<file path="config.mk">
export PLATFORM = sky130hd
export DESIGN_NAME = pending_event_queue_core
export DESIGN_NICKNAME = d
export VERILOG_FILES = /design/src/rtl/core/peq_pkg.sv /design/src/rtl/core/pending_event_queue_core.sv /design/src/rtl/core/peq_link_mem.sv /design/src/rtl/core/peq_ctrl.sv
export SDC_FILE = /design/constraint.sdc
export NUM_CORES = 1
export LEC_CHECK = 0
export BUFFER_PORTS_ARGS = -buffer_cell sky130_fd_sc_hd__buf_2
export CAP_MARGIN = 5
export CORE_MARGIN = 5
export CORE_UTILIZATION = 50
export CTS_BUF_LIST = sky130_fd_sc_hd__clkbuf_8
export DETAILED_ROUTE_END_ITERATION = 7
export PLACE_DENSITY = 0.76
export SLEW_MARGIN = 20
export SYNTH_ARGS = -nofsm -noshare
export SYNTH_HDL_FRONTEND = slang
export SYNTH_SLANG_ARGS = --single-unit
</file>
<file path="constraint.sdc">
create_clock -name clk -period 4.25 [get_ports clk]
set_input_delay 0.425 -clock clk [delete_from_list [all_inputs] [get_ports clk]]
set_output_delay 0.425 -clock clk [all_outputs]
set_load 0.02 [all_outputs]
</file>
<file path="src/rtl/core/peq_pkg.sv">
// Shared types and constants for the pending event queue.
`timescale 1ns / 1ps

package peq_pkg;

  localparam int NUM_EVENTS = 32;
  localparam int EV_W       = 5;
  localparam int FUNC_W     = 3;
  // Walk step counter: must hold NUM_EVENTS itself
  localparam int CNT_W      = $clog2(NUM_EVENTS + 1);

  // Request codes
  typedef enum logic [FUNC_W-1:0] {
    FN_ENABLE  = 3'd0,
    FN_DISABLE = 3'd1,
    FN_ABANDON = 3'd2,
    FN_SET     = 3'd3,
    FN_CLEAR   = 3'd4,
    FN_POP     = 3'd5
  } func_t;

  // Per-event status; all bits set means enabled and idle
  typedef enum logic [1:0] {
    ST_DISABLED  = 2'd0,
    ST_PENDING   = 2'd1,
    ST_ABANDONED = 2'd2,
    ST_IDLE      = 2'd3
  } evt_status_t;

  // Sequencer states
  typedef enum logic [2:0] {
    S_IDLE,
    S_EXEC,
    S_POP,
    S_WALK_RD,
    S_WALK_CMP,
    S_WALK_FIX,
    S_DONE
  } peq_state_t;

  // Link table port request
  typedef struct packed {
    logic            rd_en;
    logic [EV_W-1:0] rd_addr;
    logic            wr_en;
    logic [EV_W-1:0] wr_addr;
    logic [EV_W-1:0] wr_data;
  } link_req_t;

  // One finished result
  typedef struct packed {
    logic            ok;
    logic            popped_valid;
    logic [EV_W-1:0] popped_event;
    logic            queue_empty;
  } peq_result_t;

endpackage

</file>
<file path="src/rtl/core/pending_event_queue_core.sv">
// Top level of the pending event queue: input handshake and output register.
`timescale 1ns / 1ps

// Pending event queue. Holds 32 events, each disabled, enabled-idle, pending or
// abandoned, with pending events kept in FIFO order in a next-index link table.
// One request is taken at a time. Enable, clear, set, and disable/abandon of a
// non-pending event go from the execute state straight to done; so does a pop that
// empties the queue, while any other pop, like removing the head of a longer queue,
// adds a pop state that loads the new head. Removing a pending event from behind
// the head walks the list, one step per entry ahead of it, plus a fix state to
// relink when it is not the tail. Each walk step needs separate read and compare
// states because the link table has one registered read port.
// A finished result sits in the output register, and the next request is taken
// while it waits. No clearing pass follows reset.
module pending_event_queue_core (
  input  logic                       clk,
  input  logic                       rst,
  input  logic                       in_valid,
  output logic                       in_stall,
  input  logic [peq_pkg::FUNC_W-1:0] func,
  input  logic [peq_pkg::EV_W-1:0]   event_req,
  output logic                       out_valid,
  input  logic                       out_stall,
  output logic                       ok,
  output logic                       popped_valid,
  output logic [peq_pkg::EV_W-1:0]   popped_event,
  output logic                       queue_empty
);
  import peq_pkg::*;

  logic        ready;
  logic        done;
  logic        start;
  logic        out_free;
  logic        take;
  peq_result_t result;

  assign in_stall = !ready;
  assign start    = in_valid && ready;
  assign out_free = !out_valid || !out_stall;
  assign take     = done && out_free;

  peq_ctrl u_ctrl (
    .clk       (clk),
    .rst       (rst),
    .start     (start),
    .func      (func),
    .event_req (event_req),
    .out_free  (out_free),
    .ready     (ready),
    .done      (done),
    .result    (result)
  );

  // Output valid
  always_ff @(posedge clk) begin
    if (rst) begin
      out_valid <= 1'b0;
    end else if (take) begin
      out_valid <= 1'b1;
    end else if (!out_stall) begin
      out_valid <= 1'b0;
    end
  end

  // Output payload, loaded on each handover
  always_ff @(posedge clk) begin
    if (take) begin
      ok           <= result.ok;
      popped_valid <= result.popped_valid;
      popped_event <= result.popped_event;
      queue_empty  <= result.queue_empty;
    end
  end

endmodule

</file>
<file path="src/rtl/core/peq_link_mem.sv">
// Next-index link table: one write port, one registered read port.
`timescale 1ns / 1ps

module peq_link_mem (
  input  logic                     clk,
  input  peq_pkg::link_req_t       req,
  output logic [peq_pkg::EV_W-1:0] rd_data
);
  import peq_pkg::*;

  logic [EV_W-1:0] mem [NUM_EVENTS];

  // Single port pair, read data registered
  always_ff @(posedge clk) begin
    if (req.wr_en) begin
      mem[req.wr_addr] <= req.wr_data;
    end
    if (req.rd_en) begin
      rd_data <= mem[req.rd_addr];
    end
  end

endmodule

</file>
<file path="src/rtl/core/peq_ctrl.sv">
// Sequencer: event status, list pointers and the list walk over the link table.
`timescale 1ns / 1ps

module peq_ctrl (
  input  logic                       clk,
  input  logic                       rst,
  input  logic                       start,
  input  logic [peq_pkg::FUNC_W-1:0] func,
  input  logic [peq_pkg::EV_W-1:0]   event_req,
  input  logic                       out_free,
  output logic                       ready,
  output logic                       done,
  output peq_pkg::peq_result_t       result
);
  import peq_pkg::*;

  peq_state_t      state, state_next;
  func_t           func_r, func_r_next;
  logic [EV_W-1:0] ev_r, ev_r_next;
  evt_status_t     status [NUM_EVENTS];
  logic [EV_W-1:0] head, head_next;
  logic [EV_W-1:0] tail, tail_next;
  logic            list_empty, list_empty_next;
  logic [EV_W-1:0] cur, cur_next;
  logic [CNT_W-1:0] k, k_next;
  logic            ev_is_tail, ev_is_tail_next;
  logic            res_ok, res_ok_next;
  logic            res_pv, res_pv_next;
  logic [EV_W-1:0] res_pe, res_pe_next;

  logic            st_we;
  logic [EV_W-1:0] st_waddr;
  evt_status_t     st_wdata;

  link_req_t       link_req;
  logic [EV_W-1:0] link_rdata;

  logic [EV_W-1:0] cmp_a, cmp_b;
  logic            cmp_hit;
  evt_status_t     st_cur;
  logic            in_range;
  logic            head_last;
  logic            pop_multi;
  logic            unlink_go;
  logic            walk_end;

  peq_link_mem u_link (
    .clk     (clk),
    .req     (link_req),
    .rd_data (link_rdata)
  );

  // Request decode for the execute step
  assign st_cur    = status[ev_r];
  assign in_range  = {1'b0, ev_r} < CNT_W'(NUM_EVENTS);
  assign head_last = (head == tail);
  assign pop_multi = (func_r == FN_POP) && !list_empty && !head_last;
  assign unlink_go = ((func_r == FN_DISABLE) || (func_r == FN_ABANDON)) && in_range &&
                     (st_cur == ST_PENDING) && !list_empty;

  // Shared index comparator used by the walk read and compare states
  always_comb begin
    unique case (state)
      S_WALK_RD: begin
        cmp_a = cur;
        cmp_b = tail;
      end
      S_WALK_CMP: begin
        cmp_a = link_rdata;
        cmp_b = ev_r;
      end
      default: begin
        cmp_a = '0;
        cmp_b = '0;
      end
    endcase
  end
  assign cmp_hit  = (cmp_a == cmp_b);
  assign walk_end = cmp_hit || (k == CNT_W'(NUM_EVENTS));

  assign ready = (state == S_IDLE) || ((state == S_DONE) && out_free);
  assign done  = (state == S_DONE);

  assign result.ok           = res_ok;
  assign result.popped_valid = res_pv;
  assign result.popped_event = res_pe;
  assign result.queue_empty  = list_empty;

  // Next state
  always_comb begin
    state_next = state;
    unique case (state)
      S_IDLE: begin
        if (start) state_next = S_EXEC;
      end
      S_EXEC: begin
        if (pop_multi) begin
          state_next = S_POP;
        end else if (unlink_go && (head == ev_r) && !head_last) begin
          state_next = S_POP;
        end else if (unlink_go && (head != ev_r)) begin
          state_next = S_WALK_RD;
        end else begin
          state_next = S_DONE;
        end
      end
      S_POP: state_next = S_DONE;
      S_WALK_RD: begin
        state_next = walk_end ? S_DONE : S_WALK_CMP;
      end
      S_WALK_CMP: begin
        if (cmp_hit && !ev_is_tail) begin
          state_next = S_WALK_FIX;
        end else if (cmp_hit) begin
          state_next = S_DONE;
        end else begin
          state_next = S_WALK_RD;
        end
      end
      S_WALK_FIX: state_next = S_DONE;
      S_DONE: begin
        if (out_free) state_next = start ? S_EXEC : S_IDLE;
      end
      default: state_next = S_IDLE;
    endcase
  end

  // Datapath updates and link table requests
  always_comb begin
    func_r_next     = func_r;
    ev_r_next       = ev_r;
    head_next       = head;
    tail_next       = tail;
    list_empty_next = list_empty;
    cur_next        = cur;
    k_next          = k;
    ev_is_tail_next = ev_is_tail;
    res_ok_next     = res_ok;
    res_pv_next     = res_pv;
    res_pe_next     = res_pe;
    st_we           = 1'b0;
    st_waddr        = ev_r;
    st_wdata        = ST_DISABLED;
    link_req        = '0;

    if (start) begin
      func_r_next = func_t'(func);
      ev_r_next   = event_req;
    end

    unique case (state)
      S_EXEC: begin
        ev_is_tail_next = (ev_r == tail);
        res_ok_next     = 1'b0;
        res_pv_next     = 1'b0;
        res_pe_next     = '0;
        unique case (func_r)
          FN_POP: begin
            if (!list_empty) begin
              res_pv_next = 1'b1;
              res_pe_next = head;
              st_we       = 1'b1;
              st_waddr    = head;
              st_wdata    = ST_IDLE;
              if (head_last) begin
                list_empty_next = 1'b1;
              end else begin
                link_req.rd_en   = 1'b1;
                link_req.rd_addr = head;
              end
            end
          end
          FN_ENABLE: begin
            if (in_range && (st_cur == ST_DISABLED)) begin
              st_we       = 1'b1;
              st_wdata    = ST_IDLE;
              res_ok_next = 1'b1;
            end
          end
          FN_DISABLE, FN_ABANDON: begin
            if (in_range && (st_cur != ST_DISABLED)) begin
              st_we       = 1'b1;
              st_wdata    = (func_r == FN_ABANDON) ? ST_ABANDONED : ST_DISABLED;
              res_ok_next = 1'b1;
              if (unlink_go) begin
                if (head == ev_r) begin
                  if (head_last) begin
                    list_empty_next = 1'b1;
                  end else begin
                    link_req.rd_en   = 1'b1;
                    link_req.rd_addr = ev_r;
                  end
                end else begin
                  cur_next = head;
                  k_next   = '0;
                end
              end
            end
          end
          FN_SET: begin
            if (in_range && (st_cur == ST_IDLE)) begin
              st_we       = 1'b1;
              st_wdata    = ST_PENDING;
              res_ok_next = 1'b1;
              tail_next   = ev_r;
              if (list_empty) begin
                head_next       = ev_r;
                list_empty_next = 1'b0;
              end else begin
                link_req.wr_en   = 1'b1;
                link_req.wr_addr = tail;
                link_req.wr_data = ev_r;
              end
            end
          end
          FN_CLEAR: begin
            if (in_range && (st_cur == ST_ABANDONED)) begin
              st_we       = 1'b1;
              st_wdata    = ST_DISABLED;
              res_ok_next = 1'b1;
            end
          end
          default: ;
        endcase
      end
      // New head arrives from the link table
      S_POP: head_next = link_rdata;
      S_WALK_RD: begin
        if (!walk_end) begin
          link_req.rd_en   = 1'b1;
          link_req.rd_addr = cur;
        end
      end
      S_WALK_CMP: begin
        if (cmp_hit) begin
          if (ev_is_tail) begin
            tail_next = cur;
          end else begin
            link_req.rd_en   = 1'b1;
            link_req.rd_addr = ev_r;
          end
        end else begin
          cur_next = link_rdata;
          k_next   = k + CNT_W'(1);
        end
      end
      // Predecessor skips over the removed event
      S_WALK_FIX: begin
        link_req.wr_en   = 1'b1;
        link_req.wr_addr = cur;
        link_req.wr_data = link_rdata;
      end
      default: ;
    endcase
  end

  // Control state
  always_ff @(posedge clk) begin
    if (rst) begin
      state      <= S_IDLE;
      head       <= '0;
      tail       <= '0;
      list_empty <= 1'b1;
      k          <= '0;
      for (int i = 0; i < NUM_EVENTS; i++) begin
        status[i] <= ST_DISABLED;
      end
    end else begin
      state      <= state_next;
      head       <= head_next;
      tail       <= tail_next;
      list_empty <= list_empty_next;
      k          <= k_next;
      if (st_we) begin
        status[st_waddr] <= st_wdata;
      end
    end
  end

  // Payload registers
  always_ff @(posedge clk) begin
    func_r     <= func_r_next;
    ev_r       <= ev_r_next;
    cur        <= cur_next;
    ev_is_tail <= ev_is_tail_next;
    res_ok     <= res_ok_next;
    res_pv     <= res_pv_next;
    res_pe     <= res_pe_next;
  end

  // Between requests, both list ends are pending events
  a_head_pending: assert property (@(posedge clk) disable iff (rst)
    ((state == S_IDLE) || (state == S_DONE)) && !list_empty |-> status[head] == ST_PENDING)
    else $error("queue head is not pending");

  a_tail_pending: assert property (@(posedge clk) disable iff (rst)
    ((state == S_IDLE) || (state == S_DONE)) && !list_empty |-> status[tail] == ST_PENDING)
    else $error("queue tail is not pending");

  a_walk_bound: assert property (@(posedge clk) disable iff (rst)
    (state == S_WALK_CMP) |-> (k < CNT_W'(NUM_EVENTS)))
    else $error("list walk ran past its bound");

  a_pop_no_ok: assert property (@(posedge clk) disable iff (rst)
    (state == S_DONE) && res_pv |-> !res_ok)
    else $error("pop result also flags ok");

endmodule
</file>
==> impl_metrics.yaml, run 1 <==
run_status:
  status: "finished, final reports clean"
place:
  place_ws_ns: 0.176
  post-dp-hpwl_um: 22600
  portBuffers: 21
  globalplace.congestion: 0.939
  place_area_um2: 14200
  dp.cells: 1494
critical_path:
  startpoint: "u_ctrl.state[2]$_SDFFE_PP0P_"
  path_max_fanout: 28
  r2r_start: "u_ctrl.state[2]$_SDFFE_PP0P_"
  cp.required_ns: 4.51
  cp.arrival_ns: 4.32
  endpoint_kind: "flip-flop"
  path_class: "flip-flop to flip-flop"
  cp-start-kind: "flip-flop"
logic_synthesis:
  yosysWarnings: 0
  synth_top_area_cell: "edfxtp_1"
  synth.area.top_cells: "edfxtp_1 57%, mux2i_1 4.8%, nor2_1 4.0%"
  syn_area_per_cell_um2: 11.7
  synth_edf_count: 258
  synth_cell_type_count: 76
  synth_cells: 1170
  synth_seq_cells: 284
  synth_compound_area_frac: 0.142
  synth_fp_nets: 1184
  syn_area_um2: 13700
  yosysSeqAreaShare: 0.605
  synthMuxAreaShare: 0.0533
  synth_top_family_by_area: "simple AND/OR/NAND/NOR gates"
  yosys.area_share.simple: 0.149
  yosys_most_used_dff: "edfxtp_1"
  synth_top_cell_area_share: 0.567
  synth_xor_area_frac: 0.0135
  async_reset_ff_frac: 0
  yosys.area_share.adder: 0.00183
layout:
  layout-drive-gt1-share: 0.138
  finalNonFillerCells: 1576
  n_antenna_cell: 0
  areaGrowthSynthToFinish_pct: 10.2
  nFillCells: 2191
  nets: 1215
  fin_area_um2: 15100
  final_cell_mix: "258 x edfxtp_1, 147 x nor2_1, 73 x nand2_1"
  layout_commonest_cell: "edfxtp_1"
die:
  num_io_pins: 22
  rows: 60
  die_w_um: 175
  core_area_um2: 27000
  die-area_um2: 30700
  initial_core_util: 0.507
  die_y_um: 175
clock_tree:
  numCtsBuffers: 46
  clkLatencyLatePin_ns: 0.59
  post_cts_buffers: 0
  clock_path_buffers: 3
  cts_max_level: 2
  clkSinkCount: 284
  cts_tree: "done"
  postCtsHoldBufs: 0
  path_clk_slew_ns: 0.06
  root_buffer: "clkbuf_8"
timing:
  max_clock_freq_mhz: 246
  final_max_slew_viol_count: 0
  hold_viol: 0
  slew_headroom: 0.268
  fin_ws_ns: 0.187
  min_period_ns: 4.06
  setup_tns_ns: 0
  skew_ns: 0.0566
  setup_viol: 0
  worstMarginPinSlew_ns: 1.10
  post-route-period-util: 0.956
power:
  fin_total_pwr_mw: 8.00
  peakVddDrop_v: 0.000348
  powerDensity_nw_per_um2: 531
  p_leak_nw: 5.13
grt:
  overflow: 0
  grt_pass1_wl_um: 53400
  antenna_found_initial: 0
  grt_max_degree: 52
  grt_usage: 0.219
  grt_pass1_vias: 9597
route:
  drt_first_pass_iters: 6
  initialDrtViolationCount: 1277
  routedWlPerCell_um: 21.6
  via_per_inst: 6.30
  drc: 0
  vias: 9936
  routed_wl_um: 34000
  ant_nets: 0
worst_hold_path:
  hold_start: "func[1]"
  hold_class: "input port to flip-flop"
job:
  cap_viol_max_count: 0
cell type report:
class / count / area (um2) / share of cell area
inverters: 15 / 56.3 / 0.00374
clock inverters: 36 / 225 / 0.0150
flip-flops and latches: 284 / 8270 / 0.549
well taps: 341 / 427 / 0.0283
multi-input cells: 780 / 4930 / 0.328
repair buffers: 74 / 515 / 0.0342
clock buffers: 46 / 633 / 0.0420
routing by layer:
layer  global-route usage  up-vias  part of all wire
met2                0.347      543              0.47
met3               0.0409      112             0.092
met5                    0        -                 0
met4               0.0818        0             0.036
li1                     -     4477                 -
met1                0.301     4804              0.41
worst max-delay path, stage by stage, from the launching register on:
cell and delay (ns):
dfxtp_1 0.48, nor3b_4 0.34, buf_4 0.22, a21oi_1 0.09, a2111oi_2 0.27, and4_1 0.28, nor2_2 0.11, a22oi_1 0.36
o21a_1 0.21, buf_4 0.31, and3_1 0.20, a2111oi_0 0.08, nor4_1 0.60, a22oi_1 0.20
synthesized netlist by cell type (6+ instances only):
library cell	count
buf_2	22
nor2_1	147
xor2_1	9
a211o_1	6
nor3_1	12
a211oi_1	18
inv_1	14
mux2_2	6
o21bai_1	35
nand2_1	73
mux2i_1	66
nor4_1	9
dfxtp_1	26
and3_1	31
nor2b_1	6
a22oi_1	29
buf_1	6
nand3_1	46
clkbuf_1	55
o22ai_1	6
or3_1	8
edfxtp_1	258
or2_2	8
nand2b_1	35
a21oi_1	43
xnor2_1	12
a2111oi_0	12
a31oi_1	7
o21ai_0	52
a22o_1	14
worst paths after layout:
path                                        endpoint  slack (ns)  cells past startpoint
setup reg to reg  u_ctrl.u_link.rd_data[1]$_DFFE_PP_        0.19                     13
hold / removal            u_ctrl.func_r[1]$_DFFE_PP_        0.02                      1
setup / recovery  u_ctrl.u_link.rd_data[1]$_DFFE_PP_        0.19                     13
hold reg to reg            popped_event[0]$_DFFE_PP_        0.44                      0
sequential cells by signal, summed over array words and instances, names as in the netlist, 3 cells and up, named ones only:
register and count:
u_ctrl.u_link.mem 160, u_ctrl.res_pe 5, popped_event 5, u_ctrl.k 6
u_ctrl.cur 5, u_ctrl.u_link.rd_data 5, u_ctrl.status 64, u_ctrl.func_r 3
u_ctrl.head 5, u_ctrl.ev_r 5, u_ctrl.state 3, u_ctrl.tail 5
cells by family (layout without fill, tap and decap cells):
group           Yosys count  count (layout)
flops                   284             284
mux                      72              72
simple gates            412             412
xor+xnor                 21              21
fa+ha+maj                 2               2
compound gates          273             273
buf+inv                 106             171
where the power goes:
group	total (mW)	internal, mW	switching, mW
sequential	3.56	3.29	0.274
combinational	2.20	0.829	1.37
clock	2.23	1.14	1.09
total	8.00	5.26	2.74
stage by stage:
| step | hold WS, ns | util |
|---|---|---|
| global placement | 0.436 | 0.527 |
| CTS | 0.000519 | 0.558 |
| floorplan | 0.400 | - |
| global route | 0.0144 | 0.559 |
| finish | 0.0226 | 0.559 |
| detailed placement | 0.434 | 0.527 |
timing repair:
action | 4_1_cts | 5_1_grt
resized for setup | 0 | 1
endpoints found under the hold margin | 0 | 0
endpoints found under the setup margin | 0 | 3
Power figures use the tool's default switching activity.
==> run 2, diff against run 1 <==
==> constraint.sdc (replaced) <==
create_clock -name clk -period 4.25 [get_ports clk]
set_input_delay 0.85 -clock clk [delete_from_list [all_inputs] [get_ports clk]]
set_output_delay 0.85 -clock clk [all_outputs]
set_load 0.02 [all_outputs]
==> impl_metrics.yaml, run 2 (synthesized netlist as in run 1, its figures left out) <==
layout:
  largest_reg_flops: 160
  final_cell_mix: "258 x edfxtp_1, 147 x nor2_1, 72 x nand2_1"
  n_antenna_cell: 0
  nets: 1220
  largestRegisters: "u_ctrl.u_link.mem x160, u_ctrl.status x64, u_ctrl.k x6"
  multi_input_area_um2: 4950
  regMostFlops: "u_ctrl.u_link.mem"
  areaGrowthSynthToFinish_pct: 11.1
  layout_commonest_cell: "edfxtp_1"
  nFillCells: 2221
  finalNonFillerCells: 1585
  layout-drive-gt1-share: 0.147
  regArea_um2: 8270
clock_tree:
  path_clk_slew_ns: 0.07
  postCtsHoldBufs: 0
  post_cts_buffers: 0
  clock_path_buffers: 3
  clkLatencyLatePin_ns: 0.59
  cts_max_level: 2
  clkSinkCount: 284
  cts_tree: "done"
  root_buffer: "clkbuf_8"
  numCtsBuffers: 47
grt:
  overflow: 0
  antenna_found_initial: 0
  grt_pass1_vias: 9569
  grt_pass1_wl_um: 53900
  grt_usage: 0.222
  grt_max_degree: 51
timing:
  min_period_ns: 4.05
  final_max_slew_viol_count: 0
  setup_viol: 0
  skew_ns: 0.0536
  slew_headroom: 0.439
  hold_viol: 0
  rsz0062_at_grt: "yes"
  post-route-period-util: 0.954
  max_clock_freq_mhz: 247
  worstMarginPinSlew_ns: 0.841
power:
  powerDensity_nw_per_um2: 537
  combPwrFrac: 0.275
  p_clk_frac: 0.290
  p_leak_nw: 5.21
  p_sw_frac: 0.340
  switching_power_mw: 2.77
  power.internal_mw: 5.37
  fin_total_pwr_mw: 8.14
  p_seq_frac: 0.435
  peakVddDrop_v: 0.000322
critical_path:
  path_cells: "buf_4 > nor2b_1 > nand2b_1 > nor2_1 > and4_1 > a41oi_2 > o21ai_4 > buf_4 > buf_4 > a211o_1 > o221ai_1 > o31a_1 > a22oi_1"
  path_class: "flip-flop to flip-flop"
  r2r_end: "u_ctrl.u_link.rd_data[0]$_DFFE_PP_"
  r2r_cells: 13
  cp-start-kind: "flip-flop"
  crit_top_cell: "buf_4"
  cp_slowest_cell: "dfxtp_1"
  r2r_start: "u_ctrl.state[2]$_SDFFE_PP0P_"
  endpoint_kind: "flip-flop"
  critPathMaxStageDelay_ns: 0.51
  cp.arrival_ns: 4.44
  reg2reg_slack_ns: 0.20
  path_max_fanout: 22
  cp.required_ns: 4.64
die:
  num_io_pins: 22
  die-area_um2: 30700
  die_y_um: 175
  core_area_um2: 27000
  initial_core_util: 0.507
  die_w_um: 175
  rows: 60
route:
  via_per_inst: 6.24
  routedWlPerCell_um: 21.7
  vias: 9893
  drt_first_pass_iters: 5
  drc: 0
  ant_nets: 0
  initialDrtViolationCount: 1140
  routed_wl_um: 34500
place:
  globalplace.congestion: 0.943
  post-dp-hpwl_um: 22700
  portBuffers: 21
  dp.cells: 1498
worst_hold_path:
  whs_endpoint: "u_ctrl.func_r[2]$_DFFE_PP_"
  hold_class: "input port to flip-flop"
  worst_hold_path.num_cells: 1
  hold_start: "func[2]"
job:
  cap_viol_max_count: 0
run_status:
  status: "finished, final reports clean"
-- run 2: layer usage --
metal / track usage / up-vias / share of wire
met4: 0.0756 / 0 / 0.033
met2: 0.353 / 507 / 0.47
met5: 0 / - / 0
met3: 0.0379 / 107 / 0.088
li1: - / 4482 / -
met1: 0.310 / 4797 / 0.41
-- run 2: timing repair --
item                                    CTS  global route
gates resized for setup                   0             5
endpoints found under the setup margin    0             4
endpoints found under the hold margin     0             0
-- run 2: worst max-delay path by stage --
stage | from | to | slack (ns)
3_3_place_gp | u_ctrl.state[2]$_SDFFE_PP0P_ | u_ctrl.u_link.rd_data[0]$_DFFE_PP_ | 0.22
5_1_grt | u_ctrl.state[2]$_SDFFE_PP0P_ | u_ctrl.u_link.rd_data[0]$_DFFE_PP_ | -0.009
6_report | u_ctrl.state[2]$_SDFFE_PP0P_ | u_ctrl.u_link.rd_data[0]$_DFFE_PP_ | 0.20
2_1_floorplan | u_ctrl.ev_r[1]$_DFFE_PP_ | u_ctrl.u_link.rd_data[4]$_DFFE_PP_ | 0.93
4_1_cts | u_ctrl.state[2]$_SDFFE_PP0P_ | u_ctrl.u_link.rd_data[0]$_DFFE_PP_ | 0.13
3_5_place_dp | u_ctrl.state[2]$_SDFFE_PP0P_ | u_ctrl.u_link.rd_data[0]$_DFFE_PP_ | 0.17
-- run 2: per-stage QoR --
step | utilization | hold slack (ns) | setup WS, ns | TNS, ns | area, um2
finish | 0.563 | 0.444 | 0.195 | 0 | 15200
global route | 0.563 | 0.426 | -0.00944 | -0.00944 | 15200
CTS | 0.562 | 0.413 | 0.134 | 0 | 15200
detailed placement | 0.528 | 0.431 | 0.174 | 0 | 14200
global placement | 0.528 | 0.433 | 0.221 | 0 | 14200
floorplan | - | 0.400 | 0.932 | 0 | 13700
-- run 2: power groups by stage --
stage / Combinational [mW] / Sequential (mW) / Clock [mW]
global route: 2.42 / 3.56 / 2.55
global placement: 2.16 / 3.58 / 0
detailed placement: 2.19 / 3.59 / 0
CTS: 2.20 / 3.53 / 2.39
floorplan: 1.69 / 3.44 / 0
finish: 2.24 / 3.54 / 2.37
-- run 2: worst max-delay path, delay by kind of cell (launching register included) --
family | cells | cell delay (ns)
AO/OA/AOI/OAI | 6 | 1.38
AND/OR/NAND/NOR | 4 | 1.16
buffers and inverters | 3 | 0.79
flip-flops | 1 | 0.51
-- run 2: layout make-up --
class / count / area share
Tap cell: 341 / 0.0281
Clock inverter: 33 / 0.0126
Clock buffer: 54 / 0.0490
Multi-Input combinational cell: 780 / 0.326
Sequential cell: 284 / 0.545
Inverter: 15 / 0.00371
Timing Repair Buffer: 78 / 0.0359
